`src/hw/rtl/ppf_pkg.sv`:
```
// Package for the position PID force controller.
// Holds field widths, fixed-point constants, payload types and register codes.
// No dependencies.
package ppf_pkg;

    // Gain fixed point: fraction bits of the signed gain registers
    localparam int GAIN_FRAC_BITS = 12;

    // Field widths
    localparam int POS_W      = 16;
    localparam int GAIN_W     = 16;
    localparam int BAND_W     = 15;
    localparam int FORCE_W    = 8;
    localparam int CFG_IDX_W  = 3;
    localparam int CFG_DATA_W = 16;

    // Datapath widths: exact products and their three-way sum
    localparam int PROD_W = GAIN_W + POS_W;
    localparam int ACC_W  = PROD_W + 2;
    localparam int QUO_W  = ACC_W - GAIN_FRAC_BITS;

    // Force clamp and truncation bias
    localparam int FORCE_LIMIT = 100;
    localparam logic signed [QUO_W-1:0] QUO_MAX = QUO_W'(FORCE_LIMIT);
    localparam logic signed [QUO_W-1:0] QUO_MIN = -QUO_W'(FORCE_LIMIT);
    localparam logic signed [ACC_W-1:0] TRUNC_BIAS =
        (ACC_W'(1) <<< GAIN_FRAC_BITS) - ACC_W'(1);

    // Register reset values
    localparam logic signed [GAIN_W-1:0] PROP_GAIN_RST      = 16'sd410;
    localparam logic signed [GAIN_W-1:0] INTEG_GAIN_RST     = 16'sd41;
    localparam logic signed [GAIN_W-1:0] DERIV_GAIN_RST     = 16'sd205;
    localparam logic        [BAND_W-1:0] DEAD_BAND_RST      = 15'd100;
    localparam logic        [BAND_W-1:0] INTEGRAL_LIMIT_RST = 15'd1000;

    // Payload types
    typedef logic signed [POS_W-1:0]      t_pos;
    typedef logic signed [GAIN_W-1:0]     t_gain;
    typedef logic        [BAND_W-1:0]     t_band;
    typedef logic signed [FORCE_W-1:0]    t_force;
    typedef logic        [CFG_IDX_W-1:0]  t_cfg_addr;
    typedef logic        [CFG_DATA_W-1:0] t_cfg_data;

    // Register indexes
    typedef enum logic [CFG_IDX_W-1:0] {
        CFG_PROP_GAIN      = 3'd0,
        CFG_INTEG_GAIN     = 3'd1,
        CFG_DERIV_GAIN     = 3'd2,
        CFG_DEAD_BAND      = 3'd3,
        CFG_INTEGRAL_LIMIT = 3'd4
    } t_cfg_idx;

endpackage

```
`src/hw/rtl/ppf_if.sv`:
```
// Handshake channels of the position PID force controller.
// Input item, result item and register write channels; depends on ppf_pkg.

interface ppf_in_if;
    logic          valid;
    logic          ready;
    ppf_pkg::t_pos measured_position;
    ppf_pkg::t_pos wanted_position;

    modport source (output valid, measured_position, wanted_position, input ready);
    modport sink   (input valid, measured_position, wanted_position, output ready);
endinterface

interface ppf_out_if;
    logic            valid;
    logic            ready;
    ppf_pkg::t_force drive_force;
    logic            in_dead_band;

    modport source (output valid, drive_force, in_dead_band, input ready);
    modport sink   (input valid, drive_force, in_dead_band, output ready);
endinterface

interface ppf_cfg_if;
    logic               valid;
    logic               ready;
    ppf_pkg::t_cfg_addr index;
    ppf_pkg::t_cfg_data data;

    modport source (output valid, index, data, input ready);
    modport sink   (input valid, index, data, output ready);
endinterface

```
`src/hw/rtl/pid_position_force.sv`:
```
// Position PID controller with dead band and anti-windup, giving a force percent.
// Four-stage elastic pipeline; depends on ppf_pkg and the channels in ppf_if.sv.
// Throughput: one item per cycle unless stalled; error state updates in stage 2.
// Each stage holds while the one after it is full and stalled, so items keep
// entering while a finished result waits. Register writes are taken every cycle.
// Reset (synchronous, active low) empties the pipeline, loads register defaults
// and clears the integral and previous error.
module pid_position_force (
    input  logic i_clk,
    input  logic i_rst_n,
    ppf_in_if.sink    i_in,
    ppf_out_if.source o_out,
    ppf_cfg_if.sink   i_cfg
);
    import ppf_pkg::*;

    // Configuration registers
    t_gain r_prop_gain, r_integ_gain, r_deriv_gain;
    t_band r_dead_band, r_integral_limit;

    // Controller state
    t_pos r_error_sum, r_last_error;

    // Pipeline registers
    logic  r_v1, r_v2, r_v3, r_out_valid;
    t_pos  r_meas, r_want;
    t_pos  r_s2_err, r_s2_sum, r_s2_deriv;
    logic  r_s2_db;
    logic signed [PROD_W-1:0] r_p_prop, r_p_integ, r_p_deriv;
    logic  r_s3_db;
    t_force r_out_force;
    logic  r_out_db;

    // Stage handshake
    logic rdy1, rdy2, rdy3, rdy4;
    logic adv1;
    logic gain_wr;

    // Stage 2 combinational
    t_pos                  e_err, e_deriv, e_sum;
    logic signed [POS_W:0] e_err_x, e_sum_raw, e_lim;
    logic        [POS_W:0] e_mag;
    logic                  e_hit;

    // Stage 4 combinational
    logic signed [ACC_W-1:0] a_acc, a_adj;
    logic signed [QUO_W-1:0] a_quo, a_clamp;

    // Elastic ready chain
    assign rdy4 = !r_out_valid || o_out.ready;
    assign rdy3 = !r_v3 || rdy4;
    assign rdy2 = !r_v2 || rdy3;
    assign rdy1 = !r_v1 || rdy2;
    assign adv1 = r_v1 && rdy2;

    assign i_in.ready  = rdy1;
    assign i_cfg.ready = 1'b1;

    assign o_out.valid        = r_out_valid;
    assign o_out.drive_force  = r_out_force;
    assign o_out.in_dead_band = r_out_db;

    // Any gain write clears the state
    assign gain_wr = i_cfg.valid && (i_cfg.index == CFG_PROP_GAIN ||
                                     i_cfg.index == CFG_INTEG_GAIN ||
                                     i_cfg.index == CFG_DERIV_GAIN);

    // Error, dead band test, clamped integral and derivative
    always_comb begin
        e_err     = r_want - r_meas;
        e_err_x   = {e_err[POS_W-1], e_err};
        e_mag     = e_err[POS_W-1] ? unsigned'(-e_err_x) : unsigned'(e_err_x);
        e_hit     = e_mag < {2'b00, r_dead_band};
        e_lim     = signed'({2'b00, r_integral_limit});
        e_sum_raw = {r_error_sum[POS_W-1], r_error_sum} + e_err_x;
        if (e_sum_raw > e_lim) begin
            e_sum = e_lim[POS_W-1:0];
        end else if (e_sum_raw < -e_lim) begin
            e_sum = POS_W'(-e_lim);
        end else begin
            e_sum = e_sum_raw[POS_W-1:0];
        end
        e_deriv = e_err - r_last_error;
    end

    // Weighted sum, truncation toward zero, force clamp
    always_comb begin
        a_acc = ACC_W'(r_p_prop) + ACC_W'(r_p_integ) + ACC_W'(r_p_deriv);
        a_adj = a_acc[ACC_W-1] ? a_acc + TRUNC_BIAS : a_acc;
        a_quo = QUO_W'(a_adj >>> GAIN_FRAC_BITS);
        if (a_quo > QUO_MAX) begin
            a_clamp = QUO_MAX;
        end else if (a_quo < QUO_MIN) begin
            a_clamp = QUO_MIN;
        end else begin
            a_clamp = a_quo;
        end
    end

    // Register writes
    always_ff @(posedge i_clk) begin
        if (!i_rst_n) begin
            r_prop_gain      <= PROP_GAIN_RST;
            r_integ_gain     <= INTEG_GAIN_RST;
            r_deriv_gain     <= DERIV_GAIN_RST;
            r_dead_band      <= DEAD_BAND_RST;
            r_integral_limit <= INTEGRAL_LIMIT_RST;
        end else if (i_cfg.valid) begin
            case (i_cfg.index)
                CFG_PROP_GAIN:      r_prop_gain      <= i_cfg.data;
                CFG_INTEG_GAIN:     r_integ_gain     <= i_cfg.data;
                CFG_DERIV_GAIN:     r_deriv_gain     <= i_cfg.data;
                CFG_DEAD_BAND:      r_dead_band      <= i_cfg.data[BAND_W-1:0];
                CFG_INTEGRAL_LIMIT: r_integral_limit <= i_cfg.data[BAND_W-1:0];
                default: ;
            endcase
        end
    end

    // Integral and previous error
    always_ff @(posedge i_clk) begin
        if (!i_rst_n || gain_wr) begin
            r_error_sum  <= '0;
            r_last_error <= '0;
        end else if (adv1) begin
            if (e_hit) begin
                r_error_sum  <= '0;
                r_last_error <= '0;
            end else begin
                r_error_sum  <= e_sum;
                r_last_error <= e_err;
            end
        end
    end

    // Stage valids
    always_ff @(posedge i_clk) begin
        if (!i_rst_n) begin
            r_v1        <= 1'b0;
            r_v2        <= 1'b0;
            r_v3        <= 1'b0;
            r_out_valid <= 1'b0;
        end else begin
            if (rdy1) r_v1        <= i_in.valid;
            if (rdy2) r_v2        <= r_v1;
            if (rdy3) r_v3        <= r_v2;
            if (rdy4) r_out_valid <= r_v3;
        end
    end

    // Stage payloads
    always_ff @(posedge i_clk) begin
        if (i_in.valid && rdy1) begin
            r_meas <= i_in.measured_position;
            r_want <= i_in.wanted_position;
        end
        if (adv1) begin
            r_s2_err   <= e_err;
            r_s2_sum   <= e_sum;
            r_s2_deriv <= e_deriv;
            r_s2_db    <= e_hit;
        end
        if (r_v2 && rdy3) begin
            r_p_prop  <= r_prop_gain  * r_s2_err;
            r_p_integ <= r_integ_gain * r_s2_sum;
            r_p_deriv <= r_deriv_gain * r_s2_deriv;
            r_s3_db   <= r_s2_db;
        end
        if (r_v3 && rdy4) begin
            r_out_force <= r_s3_db ? '0 : a_clamp[FORCE_W-1:0];
            r_out_db    <= r_s3_db;
        end
    end

    // A dead band result carries zero force
    a_db_zero: assert property (@(posedge i_clk) disable iff (!i_rst_n)
        r_out_valid && r_out_db |-> r_out_force == '0)
        else $error("dead band result with nonzero force");

    // Force stays inside the clamp
    a_force_range: assert property (@(posedge i_clk) disable iff (!i_rst_n)
        r_out_valid |-> (r_out_force <= 8'sd100 && r_out_force >= -8'sd100))
        else $error("force outside clamp");

    // A dead band item leaves the state cleared
    a_db_clear: assert property (@(posedge i_clk) disable iff (!i_rst_n)
        adv1 && e_hit |=> r_error_sum == '0 && r_last_error == '0)
        else $error("state not cleared after dead band item");

    // A gain write clears the state
    a_gain_clear: assert property (@(posedge i_clk) disable iff (!i_rst_n)
        gain_wr |=> r_error_sum == '0 && r_last_error == '0)
        else $error("state not cleared after gain write");

    // The stored integral never exceeds the integral limit after a fresh clamp
    a_sum_clamp: assert property (@(posedge i_clk) disable iff (!i_rst_n)
        adv1 && !e_hit && !gain_wr |=>
            (signed'({r_error_sum[POS_W-1], r_error_sum}) <=
             signed'({2'b00, $past(r_integral_limit)}))
        )
        else $error("integral above limit");

endmodule

```
`src/flat_wrapper.sv`:
```
// flat-port wrapper written by rule: the top's interface ports become plain ports
module pid_position_force_flat import ppf_pkg::*;
  (i_clk, i_rst_n, i_in_valid, i_in_measured_position, i_in_wanted_position, i_in_ready, o_out_valid, o_out_drive_force, o_out_in_dead_band, o_out_ready, i_cfg_valid, i_cfg_index, i_cfg_data, i_cfg_ready);
  ppf_in_if i_in_i ();
  ppf_out_if o_out_i ();
  ppf_cfg_if i_cfg_i ();
  input  logic i_clk;
  input  logic i_rst_n;
  input wire logic [$bits(i_in_i.valid)-1:0] i_in_valid;
  input wire logic [$bits(i_in_i.measured_position)-1:0] i_in_measured_position;
  input wire logic [$bits(i_in_i.wanted_position)-1:0] i_in_wanted_position;
  output wire logic [$bits(i_in_i.ready)-1:0] i_in_ready;
  output wire logic [$bits(o_out_i.valid)-1:0] o_out_valid;
  output wire logic [$bits(o_out_i.drive_force)-1:0] o_out_drive_force;
  output wire logic [$bits(o_out_i.in_dead_band)-1:0] o_out_in_dead_band;
  input wire logic [$bits(o_out_i.ready)-1:0] o_out_ready;
  input wire logic [$bits(i_cfg_i.valid)-1:0] i_cfg_valid;
  input wire logic [$bits(i_cfg_i.index)-1:0] i_cfg_index;
  input wire logic [$bits(i_cfg_i.data)-1:0] i_cfg_data;
  output wire logic [$bits(i_cfg_i.ready)-1:0] i_cfg_ready;
  assign i_in_i.valid = i_in_valid;
  assign i_in_i.measured_position = i_in_measured_position;
  assign i_in_i.wanted_position = i_in_wanted_position;
  assign i_in_ready = i_in_i.ready;
  assign o_out_valid = o_out_i.valid;
  assign o_out_drive_force = o_out_i.drive_force;
  assign o_out_in_dead_band = o_out_i.in_dead_band;
  assign o_out_i.ready = o_out_ready;
  assign i_cfg_i.valid = i_cfg_valid;
  assign i_cfg_i.index = i_cfg_index;
  assign i_cfg_i.data = i_cfg_data;
  assign i_cfg_ready = i_cfg_i.ready;
  pid_position_force u_core (.i_clk(i_clk), .i_rst_n(i_rst_n), .i_in(i_in_i), .o_out(o_out_i), .i_cfg(i_cfg_i));
endmodule
```
`config.mk`:
```
export PLATFORM = sky130hd
export DESIGN_NAME = pid_position_force_flat
export DESIGN_NICKNAME = d
export VERILOG_FILES = /design/src/hw/rtl/ppf_pkg.sv /design/src/hw/rtl/ppf_if.sv /design/src/hw/rtl/pid_position_force.sv /design/src/flat_wrapper.sv
export SDC_FILE = /design/constraint.sdc
export NUM_CORES = 2
export LEC_CHECK = 0
export BUFFER_PORTS_ARGS = -buffer_cell sky130_fd_sc_hd__clkbuf_2
export CAP_MARGIN = 25
export CORE_ASPECT_RATIO = 0.8
export CORE_MARGIN = 2
export CORE_UTILIZATION = 30
export CTS_CLUSTER_DIAMETER = 120
export DETAILED_ROUTE_END_ITERATION = 7
export GPL_TIMING_DRIVEN = 1
export SLEW_MARGIN = 20
export SYNTH_ARGS = -nofsm -noshare
export SYNTH_HDL_FRONTEND = slang
export SYNTH_SLANG_ARGS = --single-unit
```
`constraint.sdc`:
```
create_clock -name i_clk -period 7.1 [get_ports i_clk]
set_clock_uncertainty 0.15 [all_clocks]
set_input_delay 1.42 -clock i_clk [delete_from_list [all_inputs] [get_ports i_clk]]
set_output_delay 1.42 -clock i_clk [all_outputs]
set_load 0.01 [all_outputs]
```
# Word level (Yosys, flattened, before mapping)
# Cells that the tools add are included.
# totals
memories	0
word_cells	78
in_bits	56
latch_bits	0
ramBits	0
register_bits	301
output_inout_bits	12
romBits	0
# op_classes
mul	3
shift	0
add_sub_neg	8
n_div	0
n_eq_ne	4
bitwise_logic	0
magnitude_cmp	5
n_mux	8
reduce_logical	25
# op_table
cell	count
multiplier 16 x 16 -> 32 bit	3
2-to-1 mux 16 bit	4
adder 33 x 32 -> 34 bit	1
adder 34 x 13 -> 34 bit (second input constant)	1
2-to-1 mux 34 bit	1
adder 32 x 32 -> 33 bit	1
subtractor 16 bit	2
greater-than comparator 22 x 8 -> 1 bit (second input constant)	1
less-than comparator 22 x 8 -> 1 bit (second input constant)	1
adder 16 x 16 -> 17 bit	1
greater-than comparator 17 x 16 -> 1 bit	1
less-than comparator 17 x 15 -> 1 bit	1
less-than comparator 17 bit	1
2-to-1 mux 17 bit	1
negation 15 -> 17 bit	1
negation 16 -> 17 bit	1
AND reduction 2 bit	5
2-to-1 mux 8 bit	1
logical OR 1 bit	7
2-to-1 mux 7 bit	1
equality test 3 x 2 -> 1 bit (second input constant)	2
logical AND 1 bit	5
logical NOT 1 bit	5
equality test 3 x 1 -> 1 bit (second input constant)	1
other kinds (4)	4

# Logic depth before layout (Yosys ltp)
# logic_depth
ltp_word	7
ltp_mapped	30
depth_no_buf	29

# Worst setup path after synthesis
# Ideal clock, no wire load.
# synth_path
path_kind	input -> register
start	input port o_out_ready
end	register u_core.r_p_deriv[0], enable pin
slack_ns	0.409
setup_ns	0.563
t_arrival_ns	5.978
required_ns	6.387
stages	3
n_path_buf	0
cell_sequence	nor2b_1 > and2_0 > nor2b_1
# synth_via
elab_chain_cells	3
# synth_rtl
item	line	rtl
start, declared	flat_wrapper.sv:16	input wire logic [$bits(o_out_i.ready)-1:0] o_out_ready;
logical OR 1 bit	pid_position_force.sv:50	assign rdy4 = !r_out_valid || o_out.ready;
logical OR 1 bit	pid_position_force.sv:51	assign rdy3 = !r_v3 || rdy4;
logical AND 1 bit	pid_position_force.sv:163	if (r_v2 && rdy3) begin
end signal, assigned	pid_position_force.sv:166	r_p_deriv <= r_deriv_gain * r_s2_deriv;
end, declared	pid_position_force.sv:29	logic signed [PROD_W-1:0] r_p_prop, r_p_integ, r_p_deriv;
# Every way passes these cells.
# A chain may end at the register's enable or synchronous reset.

# Worst setup path in the final report
# layout_path
start	register u_core.r_s2_deriv[2]
end	register u_core.r_p_deriv[30], data pin
# layout_via
elab_chain_cells	1
# layout_rtl
item	line	rtl
start, declared	pid_position_force.sv:27	t_pos r_s2_err, r_s2_sum, r_s2_deriv;
start signal, assigned	pid_position_force.sv:160	r_s2_deriv <= e_deriv;
multiplier 16 x 16 -> 32 bit	pid_position_force.sv:166	
# Every way passes these cells.

==> impl_metrics.env <==
export IMPL_start_util=0.3027
export IMPL_grt_max_degree=83
export IMPL_first_global_vias=34640
export IMPL_rsz0062_at_grt="yes"
export IMPL_ys_ff_latch=301
export IMPL_cts_tree="done"
export IMPL_crit_path_frequent_cell="fa_1"
export IMPL_antenna_found_initial=5
export IMPL_path_buf_inv=6
export IMPL_nets=6243
export IMPL_arrival_ns=6.97
export IMPL_cts_made_buffers=39
export IMPL_via_count=33420
export IMPL_netlist_area_mm2=0.04615
export IMPL_fp_dieArea_mm2=0.1570
export IMPL_die_h_um=354.8
export IMPL_gp_routability_congestion=0.8946
export IMPL_grt_first_pass_wirelength_mm=198.6
export IMPL_path_max_fanout=9
export IMPL_fillers=15610
export IMPL_cts_htree_levels=2
export IMPL_clock_latency_ns=0.62
export IMPL_fmax_ghz=0.1464
export IMPL_holdWs_ns=0.3041
export IMPL_multi_input_area_mm2=0.03421
export IMPL_port_buffers=66
export IMPL_drive_gt1_frac=0.07104
export IMPL_grt_overflow_total=0
export IMPL_ctsHoldBuffers=0
export IMPL_layout_commonest_cell="inv_1"
export IMPL_required_ns=7.24
export IMPL_core_area_mm2=0.1525
export IMPL_cpLargestDelayFamily="adder cells"
export IMPL_period_needed_ns=6.830
export IMPL_cpPeakStageDelay_ns=0.54
export IMPL_layout_common_cells="inv_1, fa_1, nand2_1"
export IMPL_synth_cell_types=96
export IMPL_dp_hpwl_mm=103.9
export IMPL_path_clk_slew_ns=0.06
export IMPL_cp_start_kind="flip-flop"
export IMPL_pin_count=68
export IMPL_syn_nets=6116
export IMPL_seqCellArea_mm2=0.007899
export IMPL_synthFlopType="edfxtp_1"
export IMPL_period_share=0.9620
export IMPL_yosysWarnings=0
export IMPL_synth_edf_count=187
export IMPL_cp_slowest_cell="fa_1"
export IMPL_drv_slew=0
export IMPL_dr_pass1_iters=6
export IMPL_cts_root_buf="clkbuf_16"
export IMPL_setup_viol=0
export IMPL_tightest_slew_ns=0.9788
export IMPL_cts_sinks=301
export IMPL_async_flop_share=0
export IMPL_clockBufferDepth=3
export IMPL_grt_util_all_layers=0.1603
export IMPL_min_path_type="flip-flop to flip-flop"
export IMPL_fp_dieW_um=442.5
export IMPL_synth_area_per_cell_um2=9.482
export IMPL_ant_nets=0
export IMPL_hold_viol_final=0
export IMPL_critPathCaptureType="flip-flop"
export IMPL_drv_cap=0
export IMPL_rows=128
export IMPL_routed_wl_mm=123.4
export IMPL_outcome="complete, no violations"
export IMPL_drc=0
export IMPL_drt_iter0_drc=2202
export IMPL_drt_wirelength_per_cell_um=17.52
export IMPL_vias_per_cell=4.746
export IMPL_path_class="flip-flop to flip-flop"
export IMPL_synthCells=4867
export IMPL_area_delta_synth_final_pct=10.96
export IMPL_synth_yosys_seq_area_share=0.1711
export IMPL_maxSlewHeadroom=0.3475
export IMPL_crit_chain="buf_4 -> nand2_1 -> fa_1 -> inv_1 -> fa_1 -> inv_1 -> fa_1 -> fa_1 -> inv_1 -> fa_1 -> inv_1 -> fa_1 -> inv_1 -> ha_1 -> nand3_1 -> nand2_1 -> a41o_1 -> o41a_1 -> a41o_1 -> a211oi_4 -> o31ai_1 -> a21oi_1 -> xnor2_2"
## metal layers
metal	track usage	wire length, µm	vias up
met2	0.2426	52210	925
met4	0.03911	3035	0
met1	0.2387	59920	16840
met5	0	0	-
li1	-	-	15530
met3	0.02476	8221	128
## final timing paths
kind         slack, ns                  from  cells after the start              endpoint
min reg2reg       0.30        u_core.r_s2_db                      0        u_core.r_s3_db
max reg2reg       0.27  u_core.r_s2_deriv[2]                     23  u_core.r_p_deriv[30]
max               0.27  u_core.r_s2_deriv[2]                     23  u_core.r_p_deriv[30]
min               0.30        u_core.r_s2_db                      0        u_core.r_s3_db
## kinds of logic (layout without fill, tap and decap cells)
family,after synthesis,count (layout),synth area share
multiplexers,6,6,0.001383
flip-flops,301,301,0.1711
AND/OR/NAND/NOR,1471,1471,0.1543
XOR/XNOR,192,192,0.03644
buffers and inverters,1104,1262,0.09001
adder cells (fa/ha/maj),1193,1193,0.4572
AO/OA/AOI/OAI,599,599,0.08955
other,1,3,0.00008126
## worst reg2reg max path, stage by stage (launching register included)
cell	delay [ns]
edfxtp_1	0.53
buf_4	0.24
nand2_1	0.09
fa_1	0.51
inv_1	0.05
fa_1	0.40
inv_1	0.08
fa_1	0.43
fa_1	0.54
inv_1	0.05
fa_1	0.47
inv_1	0.05
fa_1	0.47
inv_1	0.04
ha_1	0.35
nand3_1	0.11
nand2_1	0.05
a41o_1	0.23
o41a_1	0.38
a41o_1	0.37
a211oi_4	0.38
o31ai_1	0.14
a21oi_1	0.26
xnor2_2	0.17
## repair_timing
item / in CTS / in global routing
resized for setup: 0 / 13
buffers inserted: 0 / 21
setup endpoints to repair: 0 / 16
## synthesized netlist by cell type, drive strengths merged, types with 6 or more instances
library cell	number	share of area
nand4	16	0.0022
edfxtp	187	0.12
a211o	7	0.0014
o211ai	43	0.0074
and3	20	0.0027
fa	822	0.36
a21boi	64	0.010
and4	7	0.0013
a21o	50	0.0082
nand2b	65	0.0088
nand3	68	0.0076
xor2	48	0.0091
nand4b	6	0.0011
a211oi	19	0.0032
a2111oi	6	0.0024
o31ai	14	0.0023
inv	954	0.078
nor3b	6	0.0011
a32o	15	0.0033
nand2	695	0.057
dfxtp	114	0.049
o211a	6	0.0013
clkbuf	142	0.012
nor2	137	0.011
or3	24	0.0033
nor2b	26	0.0035
o21ai	97	0.011
buf	7	0.00076
nor3	39	0.0047
o21bai	17	0.0028
ha	371	0.10
nor4	15	0.0022
and2	319	0.043
xnor2	144	0.027
or2	14	0.0019
o21a	36	0.0059
a21oi	149	0.016
o31a	7	0.0013
a31oi	14	0.0019
## layout make-up
cell class | instances | area share
antenna | 2 | 0.00009773
clock buffer | 51 | 0.02114
clock inverter | 21 | 0.005204
inverter | 955 | 0.07000
multi-input combinational | 3462 | 0.6681
sequential | 301 | 0.1543
tap | 2015 | 0.04923
timing repair buffer | 235 | 0.03201
## flip-flops by register name, indices dropped and copies added, names as in the netlist, 16 cells and up
register             cells
u_core.r_s2_err         16
u_core.r_last_error     16
u_core.r_want           16
u_core.r_deriv_gain     16
u_core.r_p_deriv        32
u_core.r_prop_gain      16
u_core.r_s2_sum         16
u_core.r_p_prop         32
u_core.r_s2_deriv       16
u_core.r_p_integ        32
u_core.r_error_sum      16
u_core.r_meas           16
u_core.r_integ_gain     16
## stage by stage
stage | setup WS [ns] | instances | TNS, ns | area [µm²] | util
after global placement | 0.1659 | 6943 | 0 | 49570 | 0.3251
after floorplan | 0.4087 | 4867 | 0 | 46150 | -
after global routing | -0.01237 | 7040 | -0.01237 | 51200 | 0.3358
after detailed placement | 0.06243 | 6946 | 0 | 49630 | 0.3255
after CTS | 0.02799 | 7018 | 0 | 50980 | 0.3344
final | 0.2697 | 7042 | 0 | 51210 | 0.3359
Power is not shown: default switching activity piles up to over one toggle a cycle in this logic, so the estimate is an artifact.
